**src/hw/rtl/mtep_pkg.sv**
```systemverilog
// ----------------------------------------------------------------------------
// MIDI track event parser package
// Shared types and byte codes for the track parser.
// ----------------------------------------------------------------------------
package mtep_pkg;

  // Result kinds
  typedef enum logic [2:0] {
    KIND_CHAN  = 3'd0,
    KIND_TEXT  = 3'd1,
    KIND_EMPTY = 3'd2,
    KIND_EOT   = 3'd3,
    KIND_ERR   = 3'd4
  } kind_e;

  // Error codes
  typedef enum logic [2:0] {
    ERR_LONG_DELTA = 3'd0,
    ERR_NO_RUNNING = 3'd1,
    ERR_BAD_LENGTH = 3'd2,
    ERR_SHORT_PORT = 3'd3,
    ERR_SHORT_TEMPO = 3'd4
  } err_e;

  // Byte class as seen in the status position
  typedef enum logic [2:0] {
    CLS_DATA,
    CLS_CHAN2,
    CLS_CHAN1,
    CLS_SYSEX,
    CLS_META,
    CLS_SYSCOM
  } cls_e;

  // Meta type class as seen in the meta type position
  typedef enum logic [1:0] {
    META_PORT,
    META_EOT,
    META_TEMPO,
    META_TEXT
  } meta_e;

  // Status high nibbles
  localparam logic [3:0] NIB_NOTE_OFF  = 4'h8;
  localparam logic [3:0] NIB_NOTE_ON   = 4'h9;
  localparam logic [3:0] NIB_KEY_PRESS = 4'hA;
  localparam logic [3:0] NIB_CTRL      = 4'hB;
  localparam logic [3:0] NIB_PROGRAM   = 4'hC;
  localparam logic [3:0] NIB_CHAN_PRESS = 4'hD;
  localparam logic [3:0] NIB_BEND      = 4'hE;

  // Status and meta bytes
  localparam logic [7:0] ST_SYSEX      = 8'hF0;
  localparam logic [7:0] ST_SYSEX_CONT = 8'hF7;
  localparam logic [7:0] ST_META       = 8'hFF;
  localparam logic [7:0] MT_PORT       = 8'h21;
  localparam logic [7:0] MT_EOT        = 8'h2F;
  localparam logic [7:0] MT_TEMPO      = 8'h51;

  localparam int unsigned VlWidth  = 28;
  localparam logic [VlWidth-1:0] TempoMinLen = 28'd3;

  // One classified byte on its way from front to back
  typedef struct packed {
    logic [7:0] track_byte;
    logic       track_last;
    cls_e       cls;
    meta_e      meta;
  } entry_t;

endpackage

```
**src/hw/rtl/mtep_trk_if.sv**
```systemverilog
// ----------------------------------------------------------------------------
// Track byte channel
// Valid/ready channel carrying one track byte and its last flag.
// ----------------------------------------------------------------------------
interface mtep_trk_if;
  logic       valid;
  logic       ready;
  logic [7:0] track_byte;
  logic       track_last;

  modport source (output valid, output track_byte, output track_last, input ready);
  modport sink   (input valid, input track_byte, input track_last, output ready);
endinterface

```
**src/hw/rtl/mtep_evt_if.sv**
```systemverilog
// ----------------------------------------------------------------------------
// Parsed event channel
// Valid/ready channel carrying one parsed event, text byte or error.
// ----------------------------------------------------------------------------
interface mtep_evt_if;
  logic        valid;
  logic        ready;
  logic [2:0]  kind;
  logic [31:0] tick;
  logic [3:0]  event_type;
  logic [3:0]  channel;
  logic [6:0]  first_param;
  logic [6:0]  second_param;
  logic [7:0]  text_byte;
  logic        text_last;
  logic [2:0]  error_code;

  modport source (output valid, output kind, output tick, output event_type,
                  output channel, output first_param, output second_param,
                  output text_byte, output text_last, output error_code,
                  input ready);
  modport sink   (input valid, input kind, input tick, input event_type,
                  input channel, input first_param, input second_param,
                  input text_byte, input text_last, input error_code,
                  output ready);
endinterface

```
**src/hw/rtl/midi_track_event_parser.sv**
```systemverilog
// ----------------------------------------------------------------------------
// MIDI track event parser
// Parses the bytes of one MIDI file track into timed channel events.
// ----------------------------------------------------------------------------
// Usage:
//   trk_i carries one track byte per item, with track_last set on the final
//   byte of a track; the parser returns to its start state after that byte.
//   evt_o carries at most one result per byte: a channel event with its tick,
//   one meta text byte, an empty meta text marker, end of track or an error.
//   Bytes that give no result (deltas, headers, skipped payloads) produce
//   nothing on evt_o.
// Timing:
//   A byte is tagged by the front end and written to a two-entry queue; the
//   parse engine takes it from the queue and its result is registered in the
//   output register on evt_o. While evt_o is not stalled, one byte per cycle
//   is sustained, limited by the single-step phase machine, one byte a cycle.
// Reset and stalls:
//   Reset empties the queue, drops any held result and clears tick, running
//   status and parse phase. While evt_o is stalled the result is held in the
//   output register; the engine stops and the queue takes bytes until both
//   of its entries are full, then trk_i.ready drops.
// ----------------------------------------------------------------------------
module midi_track_event_parser (
  input  logic         clk_i,
  input  logic         rst_ni,
  mtep_trk_if.sink     trk_i,
  mtep_evt_if.source   evt_o
);

  logic              push_valid, push_ready;
  mtep_pkg::entry_t  push_entry;
  logic              pop_valid, pop_ready;
  mtep_pkg::entry_t  pop_entry;

  mtep_front u_front (
    .trk_i        (trk_i),
    .push_ready_i (push_ready),
    .push_valid_o (push_valid),
    .push_entry_o (push_entry)
  );

  mtep_fifo u_fifo (
    .clk_i        (clk_i),
    .rst_ni       (rst_ni),
    .push_valid_i (push_valid),
    .push_ready_o (push_ready),
    .push_entry_i (push_entry),
    .pop_valid_o  (pop_valid),
    .pop_ready_i  (pop_ready),
    .pop_entry_o  (pop_entry)
  );

  mtep_back u_back (
    .clk_i       (clk_i),
    .rst_ni      (rst_ni),
    .pop_valid_i (pop_valid),
    .pop_ready_o (pop_ready),
    .pop_entry_i (pop_entry),
    .evt_o       (evt_o)
  );

endmodule

```
**src/hw/rtl/mtep_front.sv**
```systemverilog
// ----------------------------------------------------------------------------
// Track parser front end
// Accepts track bytes and tags each with its status and meta class.
// ----------------------------------------------------------------------------
module mtep_front (
  mtep_trk_if.sink          trk_i,
  input  logic              push_ready_i,
  output logic              push_valid_o,
  output mtep_pkg::entry_t  push_entry_o
);

  logic [7:0]       b;
  mtep_pkg::cls_e   cls;
  mtep_pkg::meta_e  meta;

  assign b = trk_i.track_byte;

  always_comb begin
    cls = mtep_pkg::CLS_SYSCOM;
    if (!b[7]) begin
      cls = mtep_pkg::CLS_DATA;
    end else begin
      unique case (b[7:4]) inside
        mtep_pkg::NIB_NOTE_OFF, mtep_pkg::NIB_NOTE_ON, mtep_pkg::NIB_KEY_PRESS,
        mtep_pkg::NIB_CTRL, mtep_pkg::NIB_BEND: begin
          cls = mtep_pkg::CLS_CHAN2;
        end
        mtep_pkg::NIB_PROGRAM, mtep_pkg::NIB_CHAN_PRESS: begin
          cls = mtep_pkg::CLS_CHAN1;
        end
        default: begin
          if (b == mtep_pkg::ST_SYSEX || b == mtep_pkg::ST_SYSEX_CONT) begin
            cls = mtep_pkg::CLS_SYSEX;
          end else if (b == mtep_pkg::ST_META) begin
            cls = mtep_pkg::CLS_META;
          end else begin
            cls = mtep_pkg::CLS_SYSCOM;
          end
        end
      endcase
    end
  end

  always_comb begin
    unique case (b)
      mtep_pkg::MT_PORT:  meta = mtep_pkg::META_PORT;
      mtep_pkg::MT_EOT:   meta = mtep_pkg::META_EOT;
      mtep_pkg::MT_TEMPO: meta = mtep_pkg::META_TEMPO;
      default:            meta = mtep_pkg::META_TEXT;
    endcase
  end

  assign push_valid_o            = trk_i.valid;
  assign trk_i.ready             = push_ready_i;
  assign push_entry_o.track_byte = b;
  assign push_entry_o.track_last = trk_i.track_last;
  assign push_entry_o.cls        = cls;
  assign push_entry_o.meta       = meta;

endmodule

```
**src/hw/rtl/mtep_fifo.sv**
```systemverilog
// ----------------------------------------------------------------------------
// Track parser byte queue
// Two-entry queue between front end and parse engine.
// ----------------------------------------------------------------------------
module mtep_fifo (
  input  logic              clk_i,
  input  logic              rst_ni,
  input  logic              push_valid_i,
  output logic              push_ready_o,
  input  mtep_pkg::entry_t  push_entry_i,
  output logic              pop_valid_o,
  input  logic              pop_ready_i,
  output mtep_pkg::entry_t  pop_entry_o
);

  localparam logic [1:0] Depth = 2'd2;

  mtep_pkg::entry_t mem_q [2];
  logic             wr_ptr_q, wr_ptr_d;
  logic             rd_ptr_q, rd_ptr_d;
  logic [1:0]       count_q, count_d;
  logic             push, pop;

  assign push_ready_o = (count_q != Depth);
  assign pop_valid_o  = (count_q != 2'd0);
  assign pop_entry_o  = mem_q[rd_ptr_q];
  assign push         = push_valid_i && push_ready_o;
  assign pop          = pop_valid_o && pop_ready_i;

  always_comb begin
    wr_ptr_d = push ? ~wr_ptr_q : wr_ptr_q;
    rd_ptr_d = pop ? ~rd_ptr_q : rd_ptr_q;
    count_d  = count_q + {1'b0, push} - {1'b0, pop};
  end

  always_ff @(posedge clk_i or negedge rst_ni) begin
    if (!rst_ni) begin
      wr_ptr_q <= 1'b0;
      rd_ptr_q <= 1'b0;
      count_q  <= 2'd0;
    end else begin
      wr_ptr_q <= wr_ptr_d;
      rd_ptr_q <= rd_ptr_d;
      count_q  <= count_d;
    end
  end

  always_ff @(posedge clk_i) begin
    if (push) begin
      mem_q[wr_ptr_q] <= push_entry_i;
    end
  end

endmodule

```
**src/hw/rtl/mtep_back.sv**
```systemverilog
// ----------------------------------------------------------------------------
// Track parser engine
// Runs the parse phase machine on queued bytes and holds the output event.
// ----------------------------------------------------------------------------
module mtep_back (
  input  logic              clk_i,
  input  logic              rst_ni,
  input  logic              pop_valid_i,
  output logic              pop_ready_o,
  input  mtep_pkg::entry_t  pop_entry_i,
  mtep_evt_if.source        evt_o
);

  typedef enum logic [3:0] {
    PH_DELTA,
    PH_STATUS,
    PH_DATA1,
    PH_DATA2,
    PH_ONE,
    PH_SYSLEN,
    PH_SKIP,
    PH_MTYPE,
    PH_MLEN,
    PH_TEXT,
    PH_DONE
  } phase_e;

  localparam int unsigned VW = mtep_pkg::VlWidth;

  phase_e              phase_q, phase_d;
  logic [31:0]         tick_q, tick_d;
  logic [7:0]          run_st_q, run_st_d;
  logic [7:0]          cur_st_q, cur_st_d;
  logic [VW-1:0]       vl_val_q, vl_val_d;
  logic [2:0]          vl_cnt_q, vl_cnt_d;
  logic [VW-1:0]       left_q, left_d;
  mtep_pkg::meta_e     meta_q, meta_d;
  logic [6:0]          held_q, held_d;

  logic                out_vld_q, out_vld_d;
  mtep_pkg::kind_e     kind_q, kind_d;
  logic [31:0]         otick_q, otick_d;
  logic [3:0]          etype_q, etype_d;
  logic [3:0]          chan_q, chan_d;
  logic [6:0]          p1_q, p1_d;
  logic [6:0]          p2_q, p2_d;
  logic [7:0]          txt_q, txt_d;
  logic                txt_last_q, txt_last_d;
  mtep_pkg::err_e      err_q, err_d;

  logic                pop;
  logic [7:0]          b;
  logic                vl_long;
  logic [VW-1:0]       vl_next;
  logic [VW-1:0]       left_dec;
  logic                res_vld;

  assign pop_ready_o = !out_vld_q || evt_o.ready;
  assign pop         = pop_valid_i && pop_ready_o;
  assign b           = pop_entry_i.track_byte;
  assign vl_long     = vl_cnt_q[2];
  assign vl_next     = {vl_val_q[VW-8:0], b[6:0]};
  assign left_dec    = left_q - {{(VW-1){1'b0}}, 1'b1};

  always_comb begin
    phase_d    = phase_q;
    tick_d     = tick_q;
    run_st_d   = run_st_q;
    cur_st_d   = cur_st_q;
    vl_val_d   = vl_val_q;
    vl_cnt_d   = vl_cnt_q;
    left_d     = left_q;
    meta_d     = meta_q;
    held_d     = held_q;

    res_vld    = 1'b0;
    kind_d     = mtep_pkg::KIND_CHAN;
    otick_d    = tick_q;
    etype_d    = 4'd0;
    chan_d     = 4'd0;
    p1_d       = 7'd0;
    p2_d       = 7'd0;
    txt_d      = 8'd0;
    txt_last_d = 1'b0;
    err_d      = mtep_pkg::ERR_LONG_DELTA;

    if (pop) begin
      unique case (phase_q)
        PH_DELTA: begin
          if (vl_long) begin
            res_vld = 1'b1;
            kind_d  = mtep_pkg::KIND_ERR;
            err_d   = mtep_pkg::ERR_LONG_DELTA;
            phase_d = PH_DONE;
          end else begin
            vl_val_d = vl_next;
            vl_cnt_d = vl_cnt_q + 3'd1;
            if (!b[7]) begin
              tick_d  = tick_q + {{(32-VW){1'b0}}, vl_next};
              phase_d = PH_STATUS;
            end
          end
        end
        PH_STATUS: begin
          unique case (pop_entry_i.cls)
            mtep_pkg::CLS_DATA: begin
              if (run_st_q == 8'd0) begin
                res_vld = 1'b1;
                kind_d  = mtep_pkg::KIND_ERR;
                err_d   = mtep_pkg::ERR_NO_RUNNING;
                phase_d = PH_DONE;
              end else begin
                cur_st_d = run_st_q;
                if (run_st_q[7:4] == mtep_pkg::NIB_PROGRAM ||
                    run_st_q[7:4] == mtep_pkg::NIB_CHAN_PRESS) begin
                  phase_d  = PH_DELTA;
                  vl_val_d = '0;
                  vl_cnt_d = 3'd0;
                end else begin
                  held_d  = b[6:0];
                  phase_d = PH_DATA2;
                end
              end
            end
            mtep_pkg::CLS_CHAN2: begin
              run_st_d = b;
              cur_st_d = b;
              phase_d  = PH_DATA1;
            end
            mtep_pkg::CLS_CHAN1: begin
              run_st_d = b;
              cur_st_d = b;
              phase_d  = PH_ONE;
            end
            mtep_pkg::CLS_SYSEX: begin
              phase_d  = PH_SYSLEN;
              vl_val_d = '0;
              vl_cnt_d = 3'd0;
            end
            mtep_pkg::CLS_META: begin
              phase_d = PH_MTYPE;
            end
            default: begin
              // lone system byte: no data, running status kept
              phase_d  = PH_DELTA;
              vl_val_d = '0;
              vl_cnt_d = 3'd0;
            end
          endcase
        end
        PH_DATA1: begin
          held_d  = b[6:0];
          phase_d = PH_DATA2;
        end
        PH_DATA2: begin
          res_vld  = 1'b1;
          kind_d   = mtep_pkg::KIND_CHAN;
          etype_d  = cur_st_q[7:4];
          chan_d   = cur_st_q[3:0];
          p1_d     = held_q;
          p2_d     = b[6:0];
          phase_d  = PH_DELTA;
          vl_val_d = '0;
          vl_cnt_d = 3'd0;
        end
        PH_ONE: begin
          phase_d  = PH_DELTA;
          vl_val_d = '0;
          vl_cnt_d = 3'd0;
        end
        PH_SYSLEN: begin
          if (vl_long) begin
            res_vld = 1'b1;
            kind_d  = mtep_pkg::KIND_ERR;
            err_d   = mtep_pkg::ERR_BAD_LENGTH;
            phase_d = PH_DONE;
          end else begin
            vl_val_d = vl_next;
            vl_cnt_d = vl_cnt_q + 3'd1;
            if (!b[7]) begin
              left_d = vl_next;
              if (vl_next == '0) begin
                phase_d  = PH_DELTA;
                vl_val_d = '0;
                vl_cnt_d = 3'd0;
              end else begin
                phase_d = PH_SKIP;
              end
            end
          end
        end
        PH_SKIP: begin
          left_d = left_dec;
          if (left_dec == '0) begin
            phase_d  = PH_DELTA;
            vl_val_d = '0;
            vl_cnt_d = 3'd0;
          end
        end
        PH_MTYPE: begin
          meta_d   = pop_entry_i.meta;
          vl_val_d = '0;
          vl_cnt_d = 3'd0;
          phase_d  = PH_MLEN;
        end
        PH_MLEN: begin
          if (vl_long) begin
            res_vld = 1'b1;
            kind_d  = mtep_pkg::KIND_ERR;
            err_d   = mtep_pkg::ERR_BAD_LENGTH;
            phase_d = PH_DONE;
          end else begin
            vl_val_d = vl_next;
            vl_cnt_d = vl_cnt_q + 3'd1;
            if (!b[7]) begin
              unique case (meta_q)
                mtep_pkg::META_PORT: begin
                  if (vl_next == '0) begin
                    res_vld = 1'b1;
                    kind_d  = mtep_pkg::KIND_ERR;
                    err_d   = mtep_pkg::ERR_SHORT_PORT;
                    phase_d = PH_DONE;
                  end else begin
                    left_d  = vl_next;
                    phase_d = PH_SKIP;
                  end
                end
                mtep_pkg::META_EOT: begin
                  res_vld = 1'b1;
                  kind_d  = mtep_pkg::KIND_EOT;
                  phase_d = PH_DONE;
                end
                mtep_pkg::META_TEMPO: begin
                  if (vl_next < mtep_pkg::TempoMinLen) begin
                    res_vld = 1'b1;
                    kind_d  = mtep_pkg::KIND_ERR;
                    err_d   = mtep_pkg::ERR_SHORT_TEMPO;
                    phase_d = PH_DONE;
                  end else begin
                    left_d  = vl_next;
                    phase_d = PH_SKIP;
                  end
                end
                default: begin
                  if (vl_next == '0) begin
                    res_vld  = 1'b1;
                    kind_d   = mtep_pkg::KIND_EMPTY;
                    phase_d  = PH_DELTA;
                    vl_val_d = '0;
                    vl_cnt_d = 3'd0;
                  end else begin
                    left_d  = vl_next;
                    phase_d = PH_TEXT;
                  end
                end
              endcase
            end
          end
        end
        PH_TEXT: begin
          left_d     = left_dec;
          res_vld    = 1'b1;
          kind_d     = mtep_pkg::KIND_TEXT;
          txt_d      = b;
          txt_last_d = (left_dec == '0) || pop_entry_i.track_last;
          if (left_dec == '0) begin
            phase_d  = PH_DELTA;
            vl_val_d = '0;
            vl_cnt_d = 3'd0;
          end
        end
        default: begin
          // track finished or failed: drop bytes until the last one
        end
      endcase

      if (pop_entry_i.track_last) begin
        phase_d  = PH_DELTA;
        tick_d   = '0;
        run_st_d = '0;
        cur_st_d = '0;
        vl_val_d = '0;
        vl_cnt_d = 3'd0;
        left_d   = '0;
        meta_d   = mtep_pkg::META_PORT;
        held_d   = '0;
      end
    end

    if (pop && res_vld) begin
      out_vld_d = 1'b1;
    end else if (evt_o.ready) begin
      out_vld_d = 1'b0;
    end else begin
      out_vld_d = out_vld_q;
    end
  end

  always_ff @(posedge clk_i or negedge rst_ni) begin
    if (!rst_ni) begin
      phase_q    <= PH_DELTA;
      tick_q     <= '0;
      run_st_q   <= '0;
      cur_st_q   <= '0;
      vl_val_q   <= '0;
      vl_cnt_q   <= 3'd0;
      left_q     <= '0;
      meta_q     <= mtep_pkg::META_PORT;
      held_q     <= '0;
      out_vld_q  <= 1'b0;
      kind_q     <= mtep_pkg::KIND_CHAN;
      otick_q    <= '0;
      etype_q    <= '0;
      chan_q     <= '0;
      p1_q       <= '0;
      p2_q       <= '0;
      txt_q      <= '0;
      txt_last_q <= 1'b0;
      err_q      <= mtep_pkg::ERR_LONG_DELTA;
    end else begin
      phase_q   <= phase_d;
      tick_q    <= tick_d;
      run_st_q  <= run_st_d;
      cur_st_q  <= cur_st_d;
      vl_val_q  <= vl_val_d;
      vl_cnt_q  <= vl_cnt_d;
      left_q    <= left_d;
      meta_q    <= meta_d;
      held_q    <= held_d;
      out_vld_q <= out_vld_d;
      // load the output register only with a fresh result
      if (pop && res_vld) begin
        kind_q     <= kind_d;
        otick_q    <= otick_d;
        etype_q    <= etype_d;
        chan_q     <= chan_d;
        p1_q       <= p1_d;
        p2_q       <= p2_d;
        txt_q      <= txt_d;
        txt_last_q <= txt_last_d;
        err_q      <= err_d;
      end
    end
  end

  assign evt_o.valid        = out_vld_q;
  assign evt_o.kind         = kind_q;
  assign evt_o.tick         = otick_q;
  assign evt_o.event_type   = etype_q;
  assign evt_o.channel      = chan_q;
  assign evt_o.first_param  = p1_q;
  assign evt_o.second_param = p2_q;
  assign evt_o.text_byte    = txt_q;
  assign evt_o.text_last    = txt_last_q;
  assign evt_o.error_code   = (kind_q == mtep_pkg::KIND_ERR) ? err_q : 3'd0;

endmodule

```
**src/flat_wrapper.sv**
```systemverilog
// flat-port wrapper written by rule: the top's interface ports become plain ports
module midi_track_event_parser_flat 
  (clk_i, rst_ni, trk_i_valid, trk_i_track_byte, trk_i_track_last, trk_i_ready, evt_o_valid, evt_o_kind, evt_o_tick, evt_o_event_type, evt_o_channel, evt_o_first_param, evt_o_second_param, evt_o_text_byte, evt_o_text_last, evt_o_error_code, evt_o_ready);
  mtep_trk_if trk_i_i ();
  mtep_evt_if evt_o_i ();
  input  logic clk_i;
  input  logic rst_ni;
  input wire logic [$bits(trk_i_i.valid)-1:0] trk_i_valid;
  input wire logic [$bits(trk_i_i.track_byte)-1:0] trk_i_track_byte;
  input wire logic [$bits(trk_i_i.track_last)-1:0] trk_i_track_last;
  output wire logic [$bits(trk_i_i.ready)-1:0] trk_i_ready;
  output wire logic [$bits(evt_o_i.valid)-1:0] evt_o_valid;
  output wire logic [$bits(evt_o_i.kind)-1:0] evt_o_kind;
  output wire logic [$bits(evt_o_i.tick)-1:0] evt_o_tick;
  output wire logic [$bits(evt_o_i.event_type)-1:0] evt_o_event_type;
  output wire logic [$bits(evt_o_i.channel)-1:0] evt_o_channel;
  output wire logic [$bits(evt_o_i.first_param)-1:0] evt_o_first_param;
  output wire logic [$bits(evt_o_i.second_param)-1:0] evt_o_second_param;
  output wire logic [$bits(evt_o_i.text_byte)-1:0] evt_o_text_byte;
  output wire logic [$bits(evt_o_i.text_last)-1:0] evt_o_text_last;
  output wire logic [$bits(evt_o_i.error_code)-1:0] evt_o_error_code;
  input wire logic [$bits(evt_o_i.ready)-1:0] evt_o_ready;
  assign trk_i_i.valid = trk_i_valid;
  assign trk_i_i.track_byte = trk_i_track_byte;
  assign trk_i_i.track_last = trk_i_track_last;
  assign trk_i_ready = trk_i_i.ready;
  assign evt_o_valid = evt_o_i.valid;
  assign evt_o_kind = evt_o_i.kind;
  assign evt_o_tick = evt_o_i.tick;
  assign evt_o_event_type = evt_o_i.event_type;
  assign evt_o_channel = evt_o_i.channel;
  assign evt_o_first_param = evt_o_i.first_param;
  assign evt_o_second_param = evt_o_i.second_param;
  assign evt_o_text_byte = evt_o_i.text_byte;
  assign evt_o_text_last = evt_o_i.text_last;
  assign evt_o_error_code = evt_o_i.error_code;
  assign evt_o_i.ready = evt_o_ready;
  midi_track_event_parser u_core (.clk_i(clk_i), .rst_ni(rst_ni), .trk_i(trk_i_i), .evt_o(evt_o_i));
endmodule
```
**config.mk**
```make
export PLATFORM = sky130hd
export DESIGN_NAME = midi_track_event_parser_flat
export DESIGN_NICKNAME = d
export VERILOG_FILES = /design/src/hw/rtl/mtep_pkg.sv /design/src/hw/rtl/mtep_trk_if.sv /design/src/hw/rtl/mtep_evt_if.sv /design/src/hw/rtl/midi_track_event_parser.sv /design/src/hw/rtl/mtep_front.sv /design/src/hw/rtl/mtep_fifo.sv /design/src/hw/rtl/mtep_back.sv /design/src/flat_wrapper.sv
export SDC_FILE = /design/constraint.sdc
export NUM_CORES = 1
export LEC_CHECK = 0
export BUFFER_PORTS_ARGS = -buffer_cell sky130_fd_sc_hd__buf_2
export CORE_ASPECT_RATIO = 0.5
export CORE_MARGIN = 10
export CORE_UTILIZATION = 48
export DETAILED_ROUTE_END_ITERATION = 6
export HOLD_SLACK_MARGIN = 0.02
export PLACE_DENSITY_LB_ADDON = 0.2
export SETUP_SLACK_MARGIN = 0.02
export SLEW_MARGIN = 15
export SYNTH_ARGS = -nofsm -noshare
export SYNTH_HDL_FRONTEND = slang
export SYNTH_SLANG_ARGS = --single-unit
```
**constraint.sdc**
```tcl
create_clock -name clk_i -period 7.1 [get_ports clk_i]
set_input_delay 1.42 -clock clk_i [delete_from_list [all_inputs] [get_ports clk_i]]
set_output_delay 1.42 -clock clk_i [all_outputs]
set_load 0.01 [all_outputs]
```
# After elaboration in Yosys (flattened, before gate mapping)
# Memories as Yosys holds them, arrays and structs flattened.
# Cells that the tools add are included.
totals:
  out_inout_bits: 71
  in_bits: 13
  romBits: 0
  latch_bits: 0
  ram_bits: 28
  ff_bits: 187
  wordCells: 251
  n_memories: 1
op_classes:
  n_mux: 122
  mul: 0
  addsub: 5
  bitwise_logic: 2
  n_shift: 0
  reduce_logical: 44
  order_cmp: 1
  n_eq_ne: 53
  div: 0
memory_table:
  columns: ["name", "depth", "word_bits", "rd", "rd_ports_with_merged_regs", "write_ports", "line", "source"]
  rows:
  - ["u_core.u_fifo.mem_q", 2, 14, 1, 0, 1, "mtep_fifo.sv:18", "mtep_pkg::entry_t mem_q [2];"]
op_table:
  columns: ["op", "count"]
  rows:
  - ["21-bit 2-to-1 mux", 11]
  - ["28-bit 2-to-1 mux", 7]
  - ["32-bit 2-to-1 mux", 4]
  - ["21-bit case mux with 6 select lines", 1]
  - ["28-bit case mux with 3 select lines", 1]
  - ["3-bit 2-to-1 mux", 26]
  - ["4-bit 2-to-1 mux", 16]
  - ["8-bit 2-to-1 mux", 8]
  - ["28-bit zero test", 2]
  - ["7-bit 2-to-1 mux", 8]
  - ["28-bit case mux with 2 select lines", 1]
  - ["4-bit equality test (second input constant)", 11]
  - ["21-bit case mux with 2 select lines", 1]
  - ["3-bit != test (second input constant)", 11]
  - ["32-bit by 28-bit adder with 32-bit output", 1]
  - ["4-bit case mux with 8 select lines", 1]
  - ["28-bit by 2-bit < comparator with 1-bit output (second input constant)", 1]
  - ["4-bit != test (second input constant)", 7]
  - ["28-bit by 1-bit subtractor with 28-bit output (second input constant)", 1]
  - ["8-bit equality test (second input constant)", 3]
  - ["4-bit case mux with 5 select lines", 1]
  - ["3-bit case mux with 2 select lines", 3]
  - ["3-bit case mux with 3 select lines", 2]
  - ["3-bit case mux with 6 select lines", 1]
  - ["other kinds (46)", 98]

# Depth between registers and ports, before layout
# An unclocked memory read counts as a cell.
logic_depth:
  word_depth: 10
  mapped_depth: 14
  ltp_nobuf: 12

# By module
# A second synthesis with hierarchy kept.
hier_totals:
  cells_unflattened: 1360
  area_unflattened_um2: 12634.6
modules_own_cells:
  columns: ["mod", "area_per_inst_um2", "cells_each", "n_inst", "seq_area_each_um2"]
  rows:
  - ["mtep_back", 11215.8, 1268, 1, 4579.4]
  - ["mtep_fifo", 1218.7, 61, 1, 940.9]
  - ["mtep_front", 200.2, 31, 1, 0.0]

# Least setup slack after synthesis
# No wires, ideal clock.
synth_timing:
  path_kind: "register -> register"
  start: "register u_core.u_fifo.rd_ptr_q"
  end: "register u_core.u_back.tick_q[30], in the netlist u_core.u_back.otick_d[30]"
  arrival_ns: 3.427
  n_path_buf: 2
  stages_incl_launch_ff: 15
  t_required_ns: 7.014
  period_less_slack_ns: 3.513
  slack_ns: 3.587
  setup_time_ns: 0.086
  cell_sequence: "dfrtp_1 buf_4 mux2i_1 clkbuf_1 inv_1 ha_1 fa_1 a211o_1 o211ai_1 a211oi_1 a2111o_1 and4b_1 o311a_1 o21a_1 nor3_1"
synth_between:
  elab_chain_len: 6
  word_cells_on_any_way: 10
  classes_between: "1 x add/sub; 2 x eq/ne; 4 x mux; 2 x reduce/logical; 1 x memory"
synth_lines:
  columns: ["element", "line", "source"]
  rows:
  - ["start, declared", "mtep_fifo.sv:20", "logic rd_ptr_q, rd_ptr_d;"]
  - ["start signal, assigned", "mtep_fifo.sv:43", "rd_ptr_q <= rd_ptr_d;"]
  - ["memory read 2 x 14 bit *", null, null]
  - ["32-bit by 28-bit adder with 32-bit output", "mtep_back.sv:99", "tick_d = tick_q + {{(32-VW){1'b0}}, vl_next};"]
  - ["32-bit 2-to-1 mux", "mtep_back.sv:98", "if (!b[7]) begin"]
  - ["32-bit 2-to-1 mux", "mtep_back.sv:90", "if (vl_long) begin"]
  - ["32-bit 2-to-1 mux", "mtep_back.sv:88", "unique case (phase_q)"]
  - ["32-bit 2-to-1 mux", "mtep_back.sv:277", "if (pop_entry_i.track_last) begin"]
  - ["end signal, assigned", "mtep_back.sv:322", "tick_q <= tick_d;"]
  - ["end, declared", "mtep_back.sv:31", "logic [31:0] tick_q, tick_d;"]
# Mark *: on every way between the ends. The rest lies on a longest branch, timed or not. The select of a mux whose other input is x is not followed.
# A chain may end at the register's enable or synchronous reset.

# Worst setup path after layout
layout_timing:
  start: "register u_core.u_fifo.rd_ptr_q"
  end: "register u_core.u_back.tick_q[29], in the netlist u_core.u_back.otick_d[29]"
# The elaborated chain is that of the path after synthesis.

==> key figures <==
Worst setup path
  – CP max FO: 19
  – Slowest CP cell: dfrtp_1
  – CP Class: reg -> reg
  – Data arrival, critical path: 5.19 ns
  – CP max stage delay: 0.93 ns
  – Reg2reg path depth: 11
  – Worst path cell trace: mux2i_1, inv_1, ha_1, and2_1, a221oi_1, a21oi_1, o31ai_1, a21boi_1, o41ai_1, a211oi_1, o31ai_1
  – CP Capture Type: flip-flop
  – CP most frequent cell: o31ai_1
  – Critical path required time: 7.50 ns
  – Startpoint types: flip-flop

Hold path
  – Worst Hold Depth: 2
  – Hold Crit Class: reg -> reg

GRT
  – Largest net degree at the start of global routing: 109
  – Vias in the first global route: 9281
  – GR Util All Layers: 0.193
  – Total gr overflow: 0
  – First-pass GRT wire length: 50300 um
  – Initial antenna violation count: 0

Finish
  – Util after Layout: 0.550
  – N_diodes: 0
  – Area Growth Syn to Fin: 11.9%
  – Nets: 1322
  – Filler cell count: 2158
  – Layout cells sized above 1: 0.168

Routing
  – Antenna Nets Post-Route: 0
  – Vias per inst: 5.87
  – First drt pass iteration count: 4
  – DRT iter0 DRCs: 827
  – Via count: 9506
  – Drt wl/cell: 19.1 um
  – Remaining DRCs: 0
  – Post-Route WL: 30900 um

Pwr
  – Power per cell area: 442 nW/um2
  – VDD IR max: 0.171 mV
  – P_leak: 6.07 nW

Timing
  – Crit share post-route: 0.674
  – Final setup TNS: 0 ns
  – Rel. slew slack: 0.257
  – Worst Tran Pin Value: 1.11 ns
  – Post-layout min period: 4.79 ns
  – Fin. Hold Viols: 0
  – Setup violators final: 0
  – Max Clock Freq: 209 MHz
  – Clk_skew: 0.0119 ns
  – Max-slew violations: 0
  – Unrepaired setup endpoints after global routing: false

Clock network
  – H-tree depth: 1
  – Max clock buf depth: 3
  – Cts bufs inserted: 21
  – Root Driver: clkbuf_16
  – Clk pin slew, worst setup/hold paths: 0.07 ns
  – Clock sink count: 215
  – CTS tree: done
  – Post-CTS Setup Bufs: 0
  – Clock latency at the later pin of the worst-skew pair: 0.51 ns
  – Post-cts resize count: 0
  – Hold-fix buffers at CTS: 0

Placement
  – Number of port buffers: 83
  – GPL Wtd Cong: 0.888
  – DP Wirelength: 21800 um

Synthesis
  – Seq/Total Area, Yosys: 0.466
  – Area contributors post-synth: dfrtp_1 (40%), edfxtp_1 (7.1%), o21ai_0 (5.4%)
  – #FFs+latches synth: 215
  – Post-Syn Instances: 1212
  – Leading area contributor after synthesis: dfrtp_1
  – Area share of the largest cell type after synthesis: 0.395
  – Mean Syn Cell Area: 9.77 um2
  – Post-synth EDFFs: 28
  – Post-synthesis cell type count: 83
  – Ys async rst share: 0.870
  – YS warnings: 0
  – Synth Net Count: 1264
  – Syn Std Cell Area: 11800 um2
  – Synth Flop Type: dfrtp_1

Floorplanning
  – Die outline width: 242 um
  – Initial core utilization: 0.491
  – Die area: 31700 um2
  – FP Rows: 40
  – Ports: 84
  – Core ar.: 24100 um2
  – Die H: 131 um

Outcome
  – Run status: finished, final reports clean

Flow run
  – Max cap viols: 0
==> cells by family (layout without fill, tap and decap cells) <==
logic type | Yosys count | in the layout | share of synthesized area
compound gates | 343 | 343 | 0.185
buf+inv | 103 | 174 | 0.0367
simple gates | 393 | 393 | 0.162
flops | 215 | 215 | 0.466
mux | 88 | 88 | 0.0853
fa+ha+maj | 40 | 40 | 0.0427
xor+xnor | 30 | 30 | 0.0222
==> where the power goes <==
part / internal, mW / switching, mW
Sequential: 1.57 / 0.314
Clock: 0.674 / 0.480
Combinational: 1.06 / 1.77
Total: 3.30 / 2.56
==> layout make-up <==
class	count	area (um2)	area share
Clock buffer	26	564	0.0426
Sequential cell	215	5520	0.416
Clock inverter	10	133	0.0100
Tap cell	336	420	0.0317
Multi-Input combinational cell	894	5910	0.446
Inverter	39	146	0.0110
Timing Repair Buffer	99	564	0.0426
==> sequential cells by signal (all words and copies together), names as in the netlist, 4 cells and up <==
signal,flops
u_core.u_back.evt_o.channel,4
u_core.u_back.otick_d,32
u_core.u_back.held_q,7
u_core.u_back.run_st_q,8
u_core.u_back.evt_o.text_byte,8
u_core.u_back.evt_o.event_type,4
u_core.u_back.evt_o.second_param,7
u_core.u_fifo.mem_q,28
u_core.u_back.left_q,28
u_core.u_back.evt_o.first_param,7
u_core.u_back.vl_val_q,21
u_core.u_back.phase_q,4
u_core.u_back.evt_o.tick,32
u_core.u_back.cur_st_q,8
==> worst paths after layout <==
| kind | start | to | slack [ns] |
|---|---|---|---|
| hold reg to reg | u_core.u_back.evt_o.channel[3]$_DFFE_PN0P_ | u_core.u_back.evt_o.channel[3]$_DFFE_PN0P_ | 0.48 |
| min in group asynchronous | rst_ni | u_core.u_back.evt_o.first_param[6]$_DFFE_PN0P_ | 0.97 |
| max in group asynchronous | rst_ni | u_core.u_back.evt_o.tick[17]$_DFFE_PN0P_ | 4.86 |
| setup / recovery | u_core.u_fifo.rd_ptr_q$_DFFE_PN0P_ | u_core.u_back.otick_d[29]$_DFFE_PN0P_ | 2.31 |
| hold / removal | u_core.u_back.evt_o.channel[3]$_DFFE_PN0P_ | u_core.u_back.evt_o.channel[3]$_DFFE_PN0P_ | 0.48 |
| setup reg to reg | u_core.u_fifo.rd_ptr_q$_DFFE_PN0P_ | u_core.u_back.otick_d[29]$_DFFE_PN0P_ | 2.31 |
==> Yosys cell counts (all sizes together) (4+ instances only) <==
| cell | count |
|---|---|
| dfrtp | 187 |
| nand2 | 148 |
| o21ai | 135 |
| nor2 | 75 |
| mux2 | 65 |
| a21oi | 55 |
| nor3 | 49 |
| clkbuf | 45 |
| inv | 39 |
| ha | 38 |
| edfxtp | 28 |
| o31ai | 27 |
| mux2i | 23 |
| nand3 | 22 |
| nor4 | 20 |
| buf | 19 |
| xnor2 | 17 |
| o211ai | 16 |
| a21o | 14 |
| and2 | 13 |
| xor2 | 13 |
| a31oi | 12 |
| nand2b | 12 |
| and3 | 11 |
| nand4 | 9 |
| o21a | 9 |
| a211oi | 8 |
| o41ai | 8 |
| or3 | 8 |
| a21boi | 6 |
| or4 | 6 |
| a211o | 5 |
| a22oi | 5 |
| o21bai | 5 |
| o22ai | 5 |
| and4 | 4 |
==> worst max-delay path, delay by kind of cell (launching register included) <==
family                   cells  cell delay (ns)
adder cells (fa/ha/maj)      1             0.40
multiplexers                 1             0.70
buffers and inverters        1             0.15
flip-flops                   1             0.93
AO/OA/AOI/OAI                7             2.30
AND/OR/NAND/NOR              1             0.19
==> layer usage <==
metal	up-vias	GRT usage	wire length (um)
met1	4638	0.258	14300
met4	0	0.0632	932
met3	68	0.0352	1540
met5	-	0	0
li1	4567	-	-
met2	233	0.317	14100
==> layout by cell type (no fill, tap or decap), types with 8 or more instances in the layout <==
cell / n
mux2_2: 49
nand2b_1: 12
mux2i_1: 22
nand2_1: 148
a31oi_1: 11
o211ai_1: 16
edfxtp_1: 28
o21ai_0: 127
nor4_1: 14
nor2_1: 74
inv_1: 38
mux2_4: 13
a21oi_1: 55
ha_1: 38
clkbuf_16: 21
nor3_1: 49
o31ai_1: 26
and3_1: 11
or3_1: 8
buf_2: 82
nand4_1: 8
xnor2_1: 17
o41ai_1: 8
buf_4: 15
a21o_1: 14
and2_1: 13
nand3_1: 22
dfrtp_1: 187
o21a_1: 9
a211oi_1: 8
xor2_1: 13
==> per-stage QoR <==
stage          cells  total power, mW  setup slack [ns]  cell area [um2]  hold slack (ns)
2_1_floorplan   1212             3.93              3.59            11800            0.441
3_3_place_gp    1582             4.63              2.64            12500            0.461
3_5_place_dp    1582             4.69              2.38            12500            0.465
4_1_cts         1618             5.87              2.34            13200            0.482
5_1_grt         1619             6.29              1.93            13300            0.504
6_report        1619             5.86              2.31            13300            0.477
Note: power is estimated with default switching activity, not from simulation.
